`src/rtl/core/sha_pkg.sv`:
```
// SHA-256 byte stream hasher: shared constants, types and round functions.
// No dependencies.
package sha_pkg;

  localparam int unsigned WordW  = 32;
  localparam int unsigned WinDep = 16;
  localparam int unsigned RamAw  = 4;

  typedef logic [31:0] word_t;

  function automatic word_t round_k(input logic [5:0] r);
    word_t k;
    begin
      case (r)
        6'd0: k = 32'h428a2f98; 6'd1: k = 32'h71374491; 6'd2: k = 32'hb5c0fbcf;
        6'd3: k = 32'he9b5dba5; 6'd4: k = 32'h3956c25b; 6'd5: k = 32'h59f111f1;
        6'd6: k = 32'h923f82a4; 6'd7: k = 32'hab1c5ed5; 6'd8: k = 32'hd807aa98;
        6'd9: k = 32'h12835b01; 6'd10: k = 32'h243185be; 6'd11: k = 32'h550c7dc3;
        6'd12: k = 32'h72be5d74; 6'd13: k = 32'h80deb1fe; 6'd14: k = 32'h9bdc06a7;
        6'd15: k = 32'hc19bf174; 6'd16: k = 32'he49b69c1; 6'd17: k = 32'hefbe4786;
        6'd18: k = 32'h0fc19dc6; 6'd19: k = 32'h240ca1cc; 6'd20: k = 32'h2de92c6f;
        6'd21: k = 32'h4a7484aa; 6'd22: k = 32'h5cb0a9dc; 6'd23: k = 32'h76f988da;
        6'd24: k = 32'h983e5152; 6'd25: k = 32'ha831c66d; 6'd26: k = 32'hb00327c8;
        6'd27: k = 32'hbf597fc7; 6'd28: k = 32'hc6e00bf3; 6'd29: k = 32'hd5a79147;
        6'd30: k = 32'h06ca6351; 6'd31: k = 32'h14292967; 6'd32: k = 32'h27b70a85;
        6'd33: k = 32'h2e1b2138; 6'd34: k = 32'h4d2c6dfc; 6'd35: k = 32'h53380d13;
        6'd36: k = 32'h650a7354; 6'd37: k = 32'h766a0abb; 6'd38: k = 32'h81c2c92e;
        6'd39: k = 32'h92722c85; 6'd40: k = 32'ha2bfe8a1; 6'd41: k = 32'ha81a664b;
        6'd42: k = 32'hc24b8b70; 6'd43: k = 32'hc76c51a3; 6'd44: k = 32'hd192e819;
        6'd45: k = 32'hd6990624; 6'd46: k = 32'hf40e3585; 6'd47: k = 32'h106aa070;
        6'd48: k = 32'h19a4c116; 6'd49: k = 32'h1e376c08; 6'd50: k = 32'h2748774c;
        6'd51: k = 32'h34b0bcb5; 6'd52: k = 32'h391c0cb3; 6'd53: k = 32'h4ed8aa4a;
        6'd54: k = 32'h5b9cca4f; 6'd55: k = 32'h682e6ff3; 6'd56: k = 32'h748f82ee;
        6'd57: k = 32'h78a5636f; 6'd58: k = 32'h84c87814; 6'd59: k = 32'h8cc70208;
        6'd60: k = 32'h90befffa; 6'd61: k = 32'ha4506ceb; 6'd62: k = 32'hbef9a3f7;
        default: k = 32'hc67178f2;
      endcase
      return k;
    end
  endfunction

  function automatic word_t init_h(input logic [2:0] i);
    word_t h;
    begin
      case (i)
        3'd0: h = 32'h6a09e667; 3'd1: h = 32'hbb67ae85;
        3'd2: h = 32'h3c6ef372; 3'd3: h = 32'ha54ff53a;
        3'd4: h = 32'h510e527f; 3'd5: h = 32'h9b05688c;
        3'd6: h = 32'h1f83d9ab; default: h = 32'h5be0cd19;
      endcase
      return h;
    end
  endfunction

  function automatic word_t ror(input word_t v, input int unsigned s);
    return (v >> s) | (v << (32 - s));
  endfunction

  function automatic word_t sig0(input word_t x);
    return ror(x, 7) ^ ror(x, 18) ^ (x >> 3);
  endfunction

  function automatic word_t sig1(input word_t x);
    return ror(x, 17) ^ ror(x, 19) ^ (x >> 10);
  endfunction

endpackage

```
`src/rtl/core/sha_ram.sv`:
```
// Generic single-port-write, one-read RAM with registered read data.
// No dependencies.
module sha_ram #(
  parameter int unsigned Width = 32,
  parameter int unsigned Depth = 16
) (
  input  logic                     clk,
  input  logic                     we,
  input  logic [$clog2(Depth)-1:0] waddr,
  input  logic [Width-1:0]         wdata,
  input  logic [$clog2(Depth)-1:0] raddr,
  output logic [Width-1:0]         rdata
);
  logic [Width-1:0] mem [Depth];

  always_ff @(posedge clk) begin
    if (we) begin
      mem[waddr] <= wdata;
    end
    rdata <= mem[raddr];
  end
endmodule

```
`src/rtl/core/sha256_byte_stream_hash.sv`:
```
// SHA-256 over a byte stream: up to one byte per accepted item, digest on the last item.
// Depends on sha_pkg and sha_ram (schedule window memory).
// Throughput: one byte item per cycle while idle; the 64th byte of a block starts a
// compression (S_RD and S_RND per round, from round 16 with tap captures; then S_ADD).
// The last item pads one byte per cycle, writes the length in S_LEN, S_LEN2, runs one or
// two compressions, hands out 8 digest items; reset (rst_n low, synchronous) reloads H.
module sha256_byte_stream_hash (
  input  logic        clk,
  input  logic        rst_n,
  input  logic        in_tvalid,
  output logic        in_tready,
  input  logic [15:0] in_tdata,   // [7:0] data_byte, [8] has_byte
  input  logic        in_tlast,   // is_last
  output logic        out_tvalid,
  input  logic        out_tready,
  output logic [39:0] out_tdata,  // [31:0] digest_word, [34:32] word_number
  output logic        out_tlast   // last_word
);
  localparam int unsigned Aw = sha_pkg::RamAw;

  typedef enum logic [7:0] {
    S_IDLE  = 8'b00000001,
    S_PAD   = 8'b00000010,
    S_RD    = 8'b00000100,
    S_RND   = 8'b00001000,
    S_ADD   = 8'b00010000,
    S_OUT   = 8'b00100000,
    S_LEN   = 8'b01000000,
    S_LEN2  = 8'b10000000
  } st_t;

  st_t st_r, st_nxt;
  logic [5:0]  pos_r;
  logic [63:0] len_r;
  logic [5:0]  rnd_r;
  logic [1:0]  sub_r;    // schedule tap step during a round
  logic        fin_r;    // message end in progress
  logic        two_r;    // padding goes on in a further block
  logic [2:0]  onum_r;
  sha_pkg::word_t h_r [8];
  sha_pkg::word_t v_r [8];
  sha_pkg::word_t cur_r;  // word being built from bytes / padding
  sha_pkg::word_t t15_r, t7_r, t2_r;

  logic          we;
  logic [Aw-1:0] waddr, raddr;
  sha_pkg::word_t wdata, rdata;

  sha_ram #(.Width(sha_pkg::WordW), .Depth(sha_pkg::WinDep)) u_win (
    .clk(clk), .we(we), .waddr(waddr), .wdata(wdata), .raddr(raddr), .rdata(rdata)
  );

  logic acc;
  logic [7:0] nb;
  logic [1:0] tap;
  sha_pkg::word_t cur_new, wt, t1, t2, s1e, che, s0a, maj;

  assign in_tready = (st_r == S_IDLE);
  assign acc = in_tvalid && in_tready;
  assign out_tvalid = (st_r == S_OUT);
  assign out_tdata = {5'd0, onum_r, h_r[onum_r]};
  assign out_tlast = (onum_r == 3'd7);

  // byte placed in cur word; padding uses 0x80 at the message end, then zeros
  always_comb begin
    nb = (st_r == S_IDLE) ? in_tdata[7:0] : ((pos_r == len_r[8:3]) ? 8'h80 : 8'h00);
    cur_new = cur_r;
    case (pos_r[1:0])
      2'd0: cur_new = {nb, 24'd0};
      2'd1: cur_new[23:16] = nb;
      2'd2: cur_new[15:8] = nb;
      default: cur_new[7:0] = nb;
    endcase
  end

  // round taps: sub 0 uses w[r-15], 1 w[r-7], 2 w[r-2], 3 w[r];
  // the read address runs one step ahead of the tap being captured
  assign tap = (st_r == S_RND) ? sub_r + 2'd1 : sub_r;

  always_comb begin
    case (tap)
      2'd0: raddr = Aw'(rnd_r - 6'd15);
      2'd1: raddr = Aw'(rnd_r - 6'd7);
      2'd2: raddr = Aw'(rnd_r - 6'd2);
      default: raddr = Aw'(rnd_r);
    endcase
  end

  assign wt = (rnd_r < 6'd16) ? rdata
            : rdata + sha_pkg::sig0(t15_r) + t7_r + sha_pkg::sig1(t2_r);
  assign s1e = sha_pkg::ror(v_r[4], 6) ^ sha_pkg::ror(v_r[4], 11) ^ sha_pkg::ror(v_r[4], 25);
  assign che = (v_r[4] & v_r[5]) ^ (~v_r[4] & v_r[6]);
  assign s0a = sha_pkg::ror(v_r[0], 2) ^ sha_pkg::ror(v_r[0], 13) ^ sha_pkg::ror(v_r[0], 22);
  assign maj = (v_r[0] & v_r[1]) ^ (v_r[0] & v_r[2]) ^ (v_r[1] & v_r[2]);
  assign t1 = v_r[7] + s1e + che + sha_pkg::round_k(rnd_r) + wt;
  assign t2 = s0a + maj;

  always_comb begin
    we = 1'b0;
    waddr = Aw'(pos_r[5:2]);
    wdata = cur_new;
    st_nxt = st_r;
    case (st_r)
      S_IDLE: begin
        if (acc && in_tdata[8] && pos_r[1:0] == 2'd3) we = 1'b1;
        if (acc && in_tdata[8] && pos_r == 6'd63) st_nxt = S_RD;
        else if (acc && in_tlast) st_nxt = S_PAD;
      end
      S_PAD: begin
        if (pos_r[1:0] == 2'd3) we = 1'b1;
        if (pos_r == 6'd63) st_nxt = S_RD;
        if (pos_r == 6'd55) st_nxt = S_LEN;
      end
      S_LEN: begin
        we = 1'b1; waddr = Aw'(4'd14); wdata = len_r[63:32]; st_nxt = S_LEN2;
      end
      S_LEN2: begin
        we = 1'b1; waddr = Aw'(4'd15); wdata = len_r[31:0]; st_nxt = S_RD;
      end
      S_RD: st_nxt = S_RND;
      S_RND: begin
        if (sub_r == 2'd3) begin
          if (rnd_r >= 6'd16) begin
            we = 1'b1; waddr = Aw'(rnd_r); wdata = wt;
          end
          if (rnd_r == 6'd63) st_nxt = S_ADD;
          else st_nxt = S_RD;
        end
      end
      S_ADD: st_nxt = !fin_r ? S_IDLE : (two_r ? S_PAD : S_OUT);
      S_OUT: if (out_tready && onum_r == 3'd7) st_nxt = S_IDLE;
      default: st_nxt = S_IDLE;
    endcase
  end

  always_ff @(posedge clk) begin
    if (!rst_n) begin
      st_r <= S_IDLE;
      pos_r <= '0; len_r <= '0; rnd_r <= '0; sub_r <= '0;
      fin_r <= 1'b0; two_r <= 1'b0; onum_r <= '0;
      for (int i = 0; i < 8; i++) begin
        h_r[i] <= sha_pkg::init_h(3'(i));
        v_r[i] <= '0;
      end
    end else begin
      st_r <= st_nxt;
      case (st_r)
        S_IDLE: begin
          if (acc) begin
            if (in_tdata[8]) begin
              cur_r <= cur_new;
              pos_r <= pos_r + 6'd1;
              len_r <= len_r + 64'd8;
            end
            fin_r <= in_tlast;
            // a full block that ends the message still needs a padding block
            two_r <= in_tdata[8] && in_tlast && pos_r == 6'd63;
            if (in_tdata[8] && pos_r == 6'd63) begin
              sub_r <= 2'd3;
              for (int i = 0; i < 8; i++) v_r[i] <= h_r[i];
            end
          end
        end
        S_PAD: begin
          cur_r <= cur_new;
          pos_r <= pos_r + 6'd1;
          if (st_nxt == S_RD) begin
            two_r <= 1'b1;
            sub_r <= 2'd3;
            for (int i = 0; i < 8; i++) v_r[i] <= h_r[i];
          end
        end
        S_LEN2: begin
          two_r <= 1'b0;
          sub_r <= 2'd3;
          for (int i = 0; i < 8; i++) v_r[i] <= h_r[i];
        end
        S_RND: begin
          case (sub_r)
            2'd0: t15_r <= rdata;
            2'd1: t7_r <= rdata;
            2'd2: t2_r <= rdata;
            default: begin
              v_r[7] <= v_r[6]; v_r[6] <= v_r[5]; v_r[5] <= v_r[4];
              v_r[4] <= v_r[3] + t1; v_r[3] <= v_r[2]; v_r[2] <= v_r[1];
              v_r[1] <= v_r[0]; v_r[0] <= t1 + t2;
              rnd_r <= rnd_r + 6'd1;
            end
          endcase
          if (sub_r == 2'd3) sub_r <= (rnd_r + 6'd1 >= 6'd16) ? 2'd0 : 2'd3;
          else sub_r <= sub_r + 2'd1;
        end
        S_ADD: begin
          for (int i = 0; i < 8; i++) h_r[i] <= h_r[i] + v_r[i];
          rnd_r <= '0;
          onum_r <= '0;
          // second padding block restarts at word 0 (0x80 first if the message filled its block, else zeros)
          if (fin_r && two_r) pos_r <= 6'd0;
        end
        S_OUT: begin
          if (out_tready) begin
            onum_r <= onum_r + 3'd1;
            if (onum_r == 3'd7) begin
              for (int i = 0; i < 8; i++) h_r[i] <= sha_pkg::init_h(3'(i));
              pos_r <= '0; len_r <= '0; fin_r <= 1'b0; two_r <= 1'b0;
            end
          end
        end
        default: ;
      endcase
    end
  end
endmodule

```
`config.mk`:
```
export PLATFORM = sky130hd
export DESIGN_NAME = sha256_byte_stream_hash
export DESIGN_NICKNAME = d
export VERILOG_FILES = /design/src/rtl/core/sha_pkg.sv /design/src/rtl/core/sha_ram.sv /design/src/rtl/core/sha256_byte_stream_hash.sv
export SDC_FILE = /design/constraint.sdc
export NUM_CORES = 2
export LEC_CHECK = 0
export BUFFER_PORTS_ARGS = -buffer_cell sky130_fd_sc_hd__buf_2
export CAP_MARGIN = 20
export CORE_MARGIN = 4
export CORE_UTILIZATION = 46
export CTS_CLUSTER_DIAMETER = 120
export DETAILED_ROUTE_END_ITERATION = 12
export HOLD_SLACK_MARGIN = 0.08
export PLACE_DENSITY = 0.71
export SYNTH_ARGS = -nofsm -noshare
export SYNTH_HDL_FRONTEND = slang
export SYNTH_SLANG_ARGS = --single-unit
```
`constraint.sdc`:
```
create_clock -name clk -period 12.05 [get_ports clk]
set_input_delay 0.6025 -clock clk [delete_from_list [all_inputs] [get_ports clk]]
set_output_delay 0.6025 -clock clk [all_outputs]
set_load 0.01 [all_outputs]
```
Word-level counts from Yosys, hierarchy flattened --
Memories as Yosys holds them, arrays and structs flattened. A register that Yosys moved wholly into a read port is not among the register bits. Cells that the tools add are included.
Operators by class: bitwise operators 75, reductions and logical operators 34, equal/unequal tests 30, magnitude comparators 3, multiply operators 0, divide/modulo/power cells 0, add/sub/neg operators 26, muxes and demuxes 180, shift operators 0
Operators with widths (count):
- 2-to-1 mux 32 bit | 93
- adder 32 bit | 18
- bitwise XOR 32 bit | 9
- 2-to-1 mux 64 bit | 4
- AND 32 bit | 5
- one-hot mux 64 bit (2 select lines) | 1
- one-hot mux 32 bit (3 select lines) | 1
- 2-to-1 mux 8 bit | 9
- adder 64 x 4 -> 64 bit, second input constant | 1
- one-hot mux 32 bit (2 select lines) | 1
- one-hot mux 8 bit (8 select lines) | 1
- 2-to-1 mux 6 bit | 10
- bitwise OR 1 bit | 48
- one-hot mux 8 bit (2 select lines) | 3
- 2-to-1 mux 1 bit | 36
- NOT 32 bit | 1
- bitwise OR 10 x 32 -> 32 bit | 1
- bitwise OR 13 x 32 -> 32 bit | 1
- bitwise OR 14 x 32 -> 32 bit | 1
- bitwise OR 15 x 32 -> 32 bit | 1
- bitwise OR 19 x 32 -> 32 bit | 1
- bitwise OR 21 x 32 -> 32 bit | 1
- bitwise OR 25 x 32 -> 32 bit | 1
- bitwise OR 26 x 32 -> 32 bit | 1
- other kinds (49) | 99
Word-level totals: input bits 21, memory bits (writable) 1024, word-level logic and storage cells 364, register bits 219, memory bits (read-only) 2048, latch bits 0, output and inout bits 43, memories 4
Memories:
- (no name shown) | depth 64, width 32, read ports 1, clocked after memory_dff 1, wr ports 0, line sha_pkg.sv:14 | case (r)
- u_win.mem | depth 16, width 32, read ports 1, clocked after memory_dff 1, wr ports 1, line sha_ram.sv:14 | logic [Width-1:0] mem [Depth];
- h_r | depth 8, width 32, read ports 9, clocked after memory_dff 1, wr ports 8, line sha256_byte_stream_hash.sv:40 | sha_pkg::word_t h_r [8];
- v_r | depth 8, width 32, read ports 8, clocked after memory_dff 0, wr ports 8, line sha256_byte_stream_hash.sv:41 | sha_pkg::word_t v_r [8];

Depth between registers and ports, before layout --
depth after elaboration 14, gate-level depth with buffers 47, depth with buffers taken out 47

Cells and area by module --
A second synthesis with hierarchy kept.
Second synthesis, totals: cell total of the unflattened synthesis 7186, area total of the unflattened synthesis 79120.9 µm²
Modules (own cells, without submodules):
- sha256_byte_stream_hash | area an instance 59285.6 µm², seq. area each 20399.6 µm², instances 1, cells an instance 6348
- sha_ram | area an instance 19835.3 µm², seq. area each 16015.4 µm², instances 1, cells an instance 838

Least setup slack after synthesis --
OpenSTA, ideal clock, no wires.
path kind register -> register, start register t2_r[20], end memory v_r[0][29] in the netlist's numbering, data pin, path slack 2.605 ns, cell stages (with the launch flop) 48, buffers on the path 0, data arrival time 9.188 ns, data required time 11.793 ns, period minus slack after synthesis 9.445 ns, setup time 0.257 ns, cell sequence edfxtp_1 xnor2_1 xnor2_1 fa_1 inv_1 fa_1 inv_1 ha_1 inv_1 fa_1 nor2b_1 o31a_1 o21a_1 o21ai_0 nand2b_1 a21oi_1 xnor2_1 nand2_1 [... 12 more ...] a21o_1 a21o_1 xor2_1 inv_1 fa_1 inv_1 ha_1 a21oi_1 o21ai_0 a21o_1 a21o_1 a21oi_1 o21ai_1 o2111ai_1 a21boi_1 o21a_1 or3_1 a32o_1
RTL lines:
- start, declared | line sha256_byte_stream_hash.sv:43 | sha_pkg::word_t t15_r, t7_r, t2_r;
- start signal, assigned | line sha256_byte_stream_hash.sv:182 | 2'd2: t2_r <= rdata;
- end, declared | line sha256_byte_stream_hash.sv:41

==> impl_results.md <==
- Fin crit share: 94.8%
- Die height: 426 um
- Final Non-Filler Cells: 9,693
- Die X-Extent: 426 um
- DIE AREA: 182,000 sq um
- Synthesis Warnings: 0
- Most frequent CP cell: fa_1
- Drt first pass iters: 9
- Fmax: between 80 and 90 MHz
- Placed Instances: about 9,400
- Count of final setup violators: 0
- Worst-Skew Late Latency: 0.83 ns
- Num CTS Buffers: ~150
- # DRC: 0
- #FFs+latches synth: 1,307
- Core Area: 174,000 sq um
- Min Tclk post-route: around 11 ns
- Status: finished, final reports clean
- Ratio of cells with drive above 1 in the final layout: 8.95%
- Global route total overflow: 0
- CP Launch Type: register
- CTS root buf: clkbuf_16
- Pre-CTS WS: 0.887 ns
- Finished Core Util: 50.7%
- Pin count of the biggest net entering global routing: 163
- FF-to-FF Start: t15_r[8]$_DFFE_PP_
- Routed Antenna Nets: 0
- Vias in the first global route: 58,160
- Largest stage delay, worst path: 0.75 ns
- RSZ-0062 raised after global routing: false
- Avg Inst Size Synth: 11.0 sq um
- Dpl hpwl: 180,000 um
- # port buffers: 51
- Via count: 59,935
- Routed WL per cell: roughly 26 um
- FP Rows: 153
- Slew headroom: between 10% and 20%
- Crit-path max FO: 6
- Clock skew: 0.0542 ns
- Least-Margin Pin Slew: between 1 and 1.5 ns
- VDD IR max: 0.194 mV
- Gpl congestion: 0.994
- Fin nets: around 7,900
- First-pass GRT wire length: about 380,000 um
- R2R setup slack: 0.63 ns
- Final Hold Vio Count: 0
- Clock sink total: around 1,300
- CTS resizes: 0
- Final wirelength: 257,000 um
- IO Pins: 64
- Post-synth cell types: 112
- Setup bufs post-CTS: 0
- Power per cell area: 164 nW/um^2
- Data arrival, critical path: ~12 ns
- Hold_sp: in_tvalid
- Sequential share of the synthesized area: 45.3%
- Worst path slowest cell: nor4b_1
- Max Cap Viol: 0
- Htree depth: 4
- CTS Hold Bufs: 0
- CTS tree: built
- DR iter-0 viols: slightly above 7,000
- Setup TNS Final: 0 ns
- Initial Util: 46.2%
- Final setup margin: approximately 0.63 ns
- Hold Path Class: input port to register
- Critical path class: register to register
- Vias per cell: 6.18
- Maximum clock insertion buffer count: 3
- CTS clk-pin slew, worst paths: 0.07 ns
- Layout area overhead: 9.55%
- Synth Instances: 7,302
- Asr flop ratio synth: 0%
- Global-route total usage across every layer: 27.8%
- Post-synth EDFFs: 1,024
- Lkg Pwr: 0.0339 uW
- Mapped Area: 80,400 sq um
- Total power: 14,400 uW
- Initial antenna violation count: 18
- Crit path capture type: register
- CP Data Required Time: about 13 ns
- Synth Flop Type: edfxtp_1
- CP Launch Point: t15_r[8]$_DFFE_PP_
- Fin. max-slew vios: 0
-- power by group --
part / internal, uW / total, uW / leakage (uW) / switching [uW]
Combinational: 1760 / 4500 / 0.0194 / 2740
Sequential: 5060 / 5150 / 0.0120 / 94.8
Clock: 2770 / 4780 / 0.00248 / 2010
-- registers in the layout (all words and copies together) (netlist names), named ones only --
register     cells
u_win.rdata     32
fin_r            1
sub_r            2
u_win.mem      512
pos_r            6
t15_r           32
len_r           61
t7_r            32
rnd_r            6
cur_r           32
v_r            256
st_r             8
onum_r           3
two_r            1
h_r            256
t2_r            32
-- path summary, 6_finish.rpt --
| check | endpoint | cells past startpoint |
|---|---|---|
| worst max register to register | v_r[0][31]$_DFFE_PP_ | 43 |
| worst min register to register | h_r[7][31]$_SDFFE_PP0P_ | 2 |
| worst min-delay path | st_r[0]$_SDFF_PN1_ | 3 |
| worst max-delay path | v_r[0][31]$_DFFE_PP_ | 43 |
-- routing by layer --
| metal | vias to the layer above | part of all wire, % | global-route usage [%] |
|---|---|---|---|
| met4 | 2 | 5.3 | 13.0 |
| li1 | 26676 | - | - |
| met1 | 29580 | 39 | 36.4 |
| met5 | - | 0.0051 | 0 |
| met2 | 3173 | 47 | 44.8 |
| met3 | 504 | 9.2 | 4.94 |
-- stage by stage --
stage	instance area, sq um	hold slack [ns]
2_1_floorplan	80400	0.443
3_3_place_gp	82900	0.479
3_5_place_dp	82900	0.483
4_1_cts	88000	0.112
5_1_grt	88000	0.198
6_report	88100	0.172
-- layout by cell type, fill, tap and decap left out, types with 135 or more instances in the layout --
master,n
nand2_1,716
nor2_1,382
xor2_1,224
nand3_1,152
a22o_1,135
edfxtp_1,1024
o21ai_0,397
inv_1,444
a21oi_1,539
xnor2_1,396
ha_1,402
clkbuf_16,146
fa_1,195
a21o_1,197
dfxtp_1,280
-- kinds of logic after synthesis --
family	Yosys count	share of synthesized area (%)
compound gates	1853	14.9
xor+xnor	622	6.81
fa+ha+maj	602	11.2
buf+inv	829	4.35
flops	1307	45.3
mux	307	7.33
other cells	1	0.00467
simple gates	1781	10.1
-- area by class of cell --
class / instances / area (sq um)
antenna: 8 / 20.0
clock buffer: 188 / 3970
clock inverter: 81 / 1170
fill: 15261 / 85800
inverter: 452 / 1700
multi-input combinational: 5170 / 40800
sequential: 1307 / 36400
tap: 2325 / 2910
timing repair buffer: 162 / 1110
-- cells in the mapped netlist (all sizes together) (79+ instances only) --
| cell | count | share of area [%] |
|---|---|---|
| a22o | 135 | 1.5 |
| nor2 | 404 | 1.9 |
| nand2 | 721 | 3.4 |
| clkbuf | 293 | 1.4 |
| nor3 | 115 | 0.73 |
| a21o | 197 | 1.8 |
| buf | 79 | 0.70 |
| nand3 | 152 | 0.95 |
| ha | 402 | 6.3 |
| mux4 | 193 | 5.8 |
| a21oi | 540 | 3.4 |
| edfxtp | 1024 | 38 |
| inv | 452 | 2.1 |
| xor2 | 224 | 2.4 |
| dfxtp | 283 | 7.0 |
| o21ai | 443 | 2.8 |
| xnor2 | 398 | 4.4 |
| fa | 195 | 4.9 |
-- critical path, delay by kind of cell (launching register included) --
kind / cells / cell delay, ns
compound gates: 17 / 4.08
fa+ha+maj: 10 / 4.02
simple gates: 4 / 1.21
xor+xnor: 5 / 0.88
flops: 1 / 0.45
buf+inv: 6 / 0.33
mux: 1 / 0.16
Note: power is estimated with default switching activity, not from simulation.
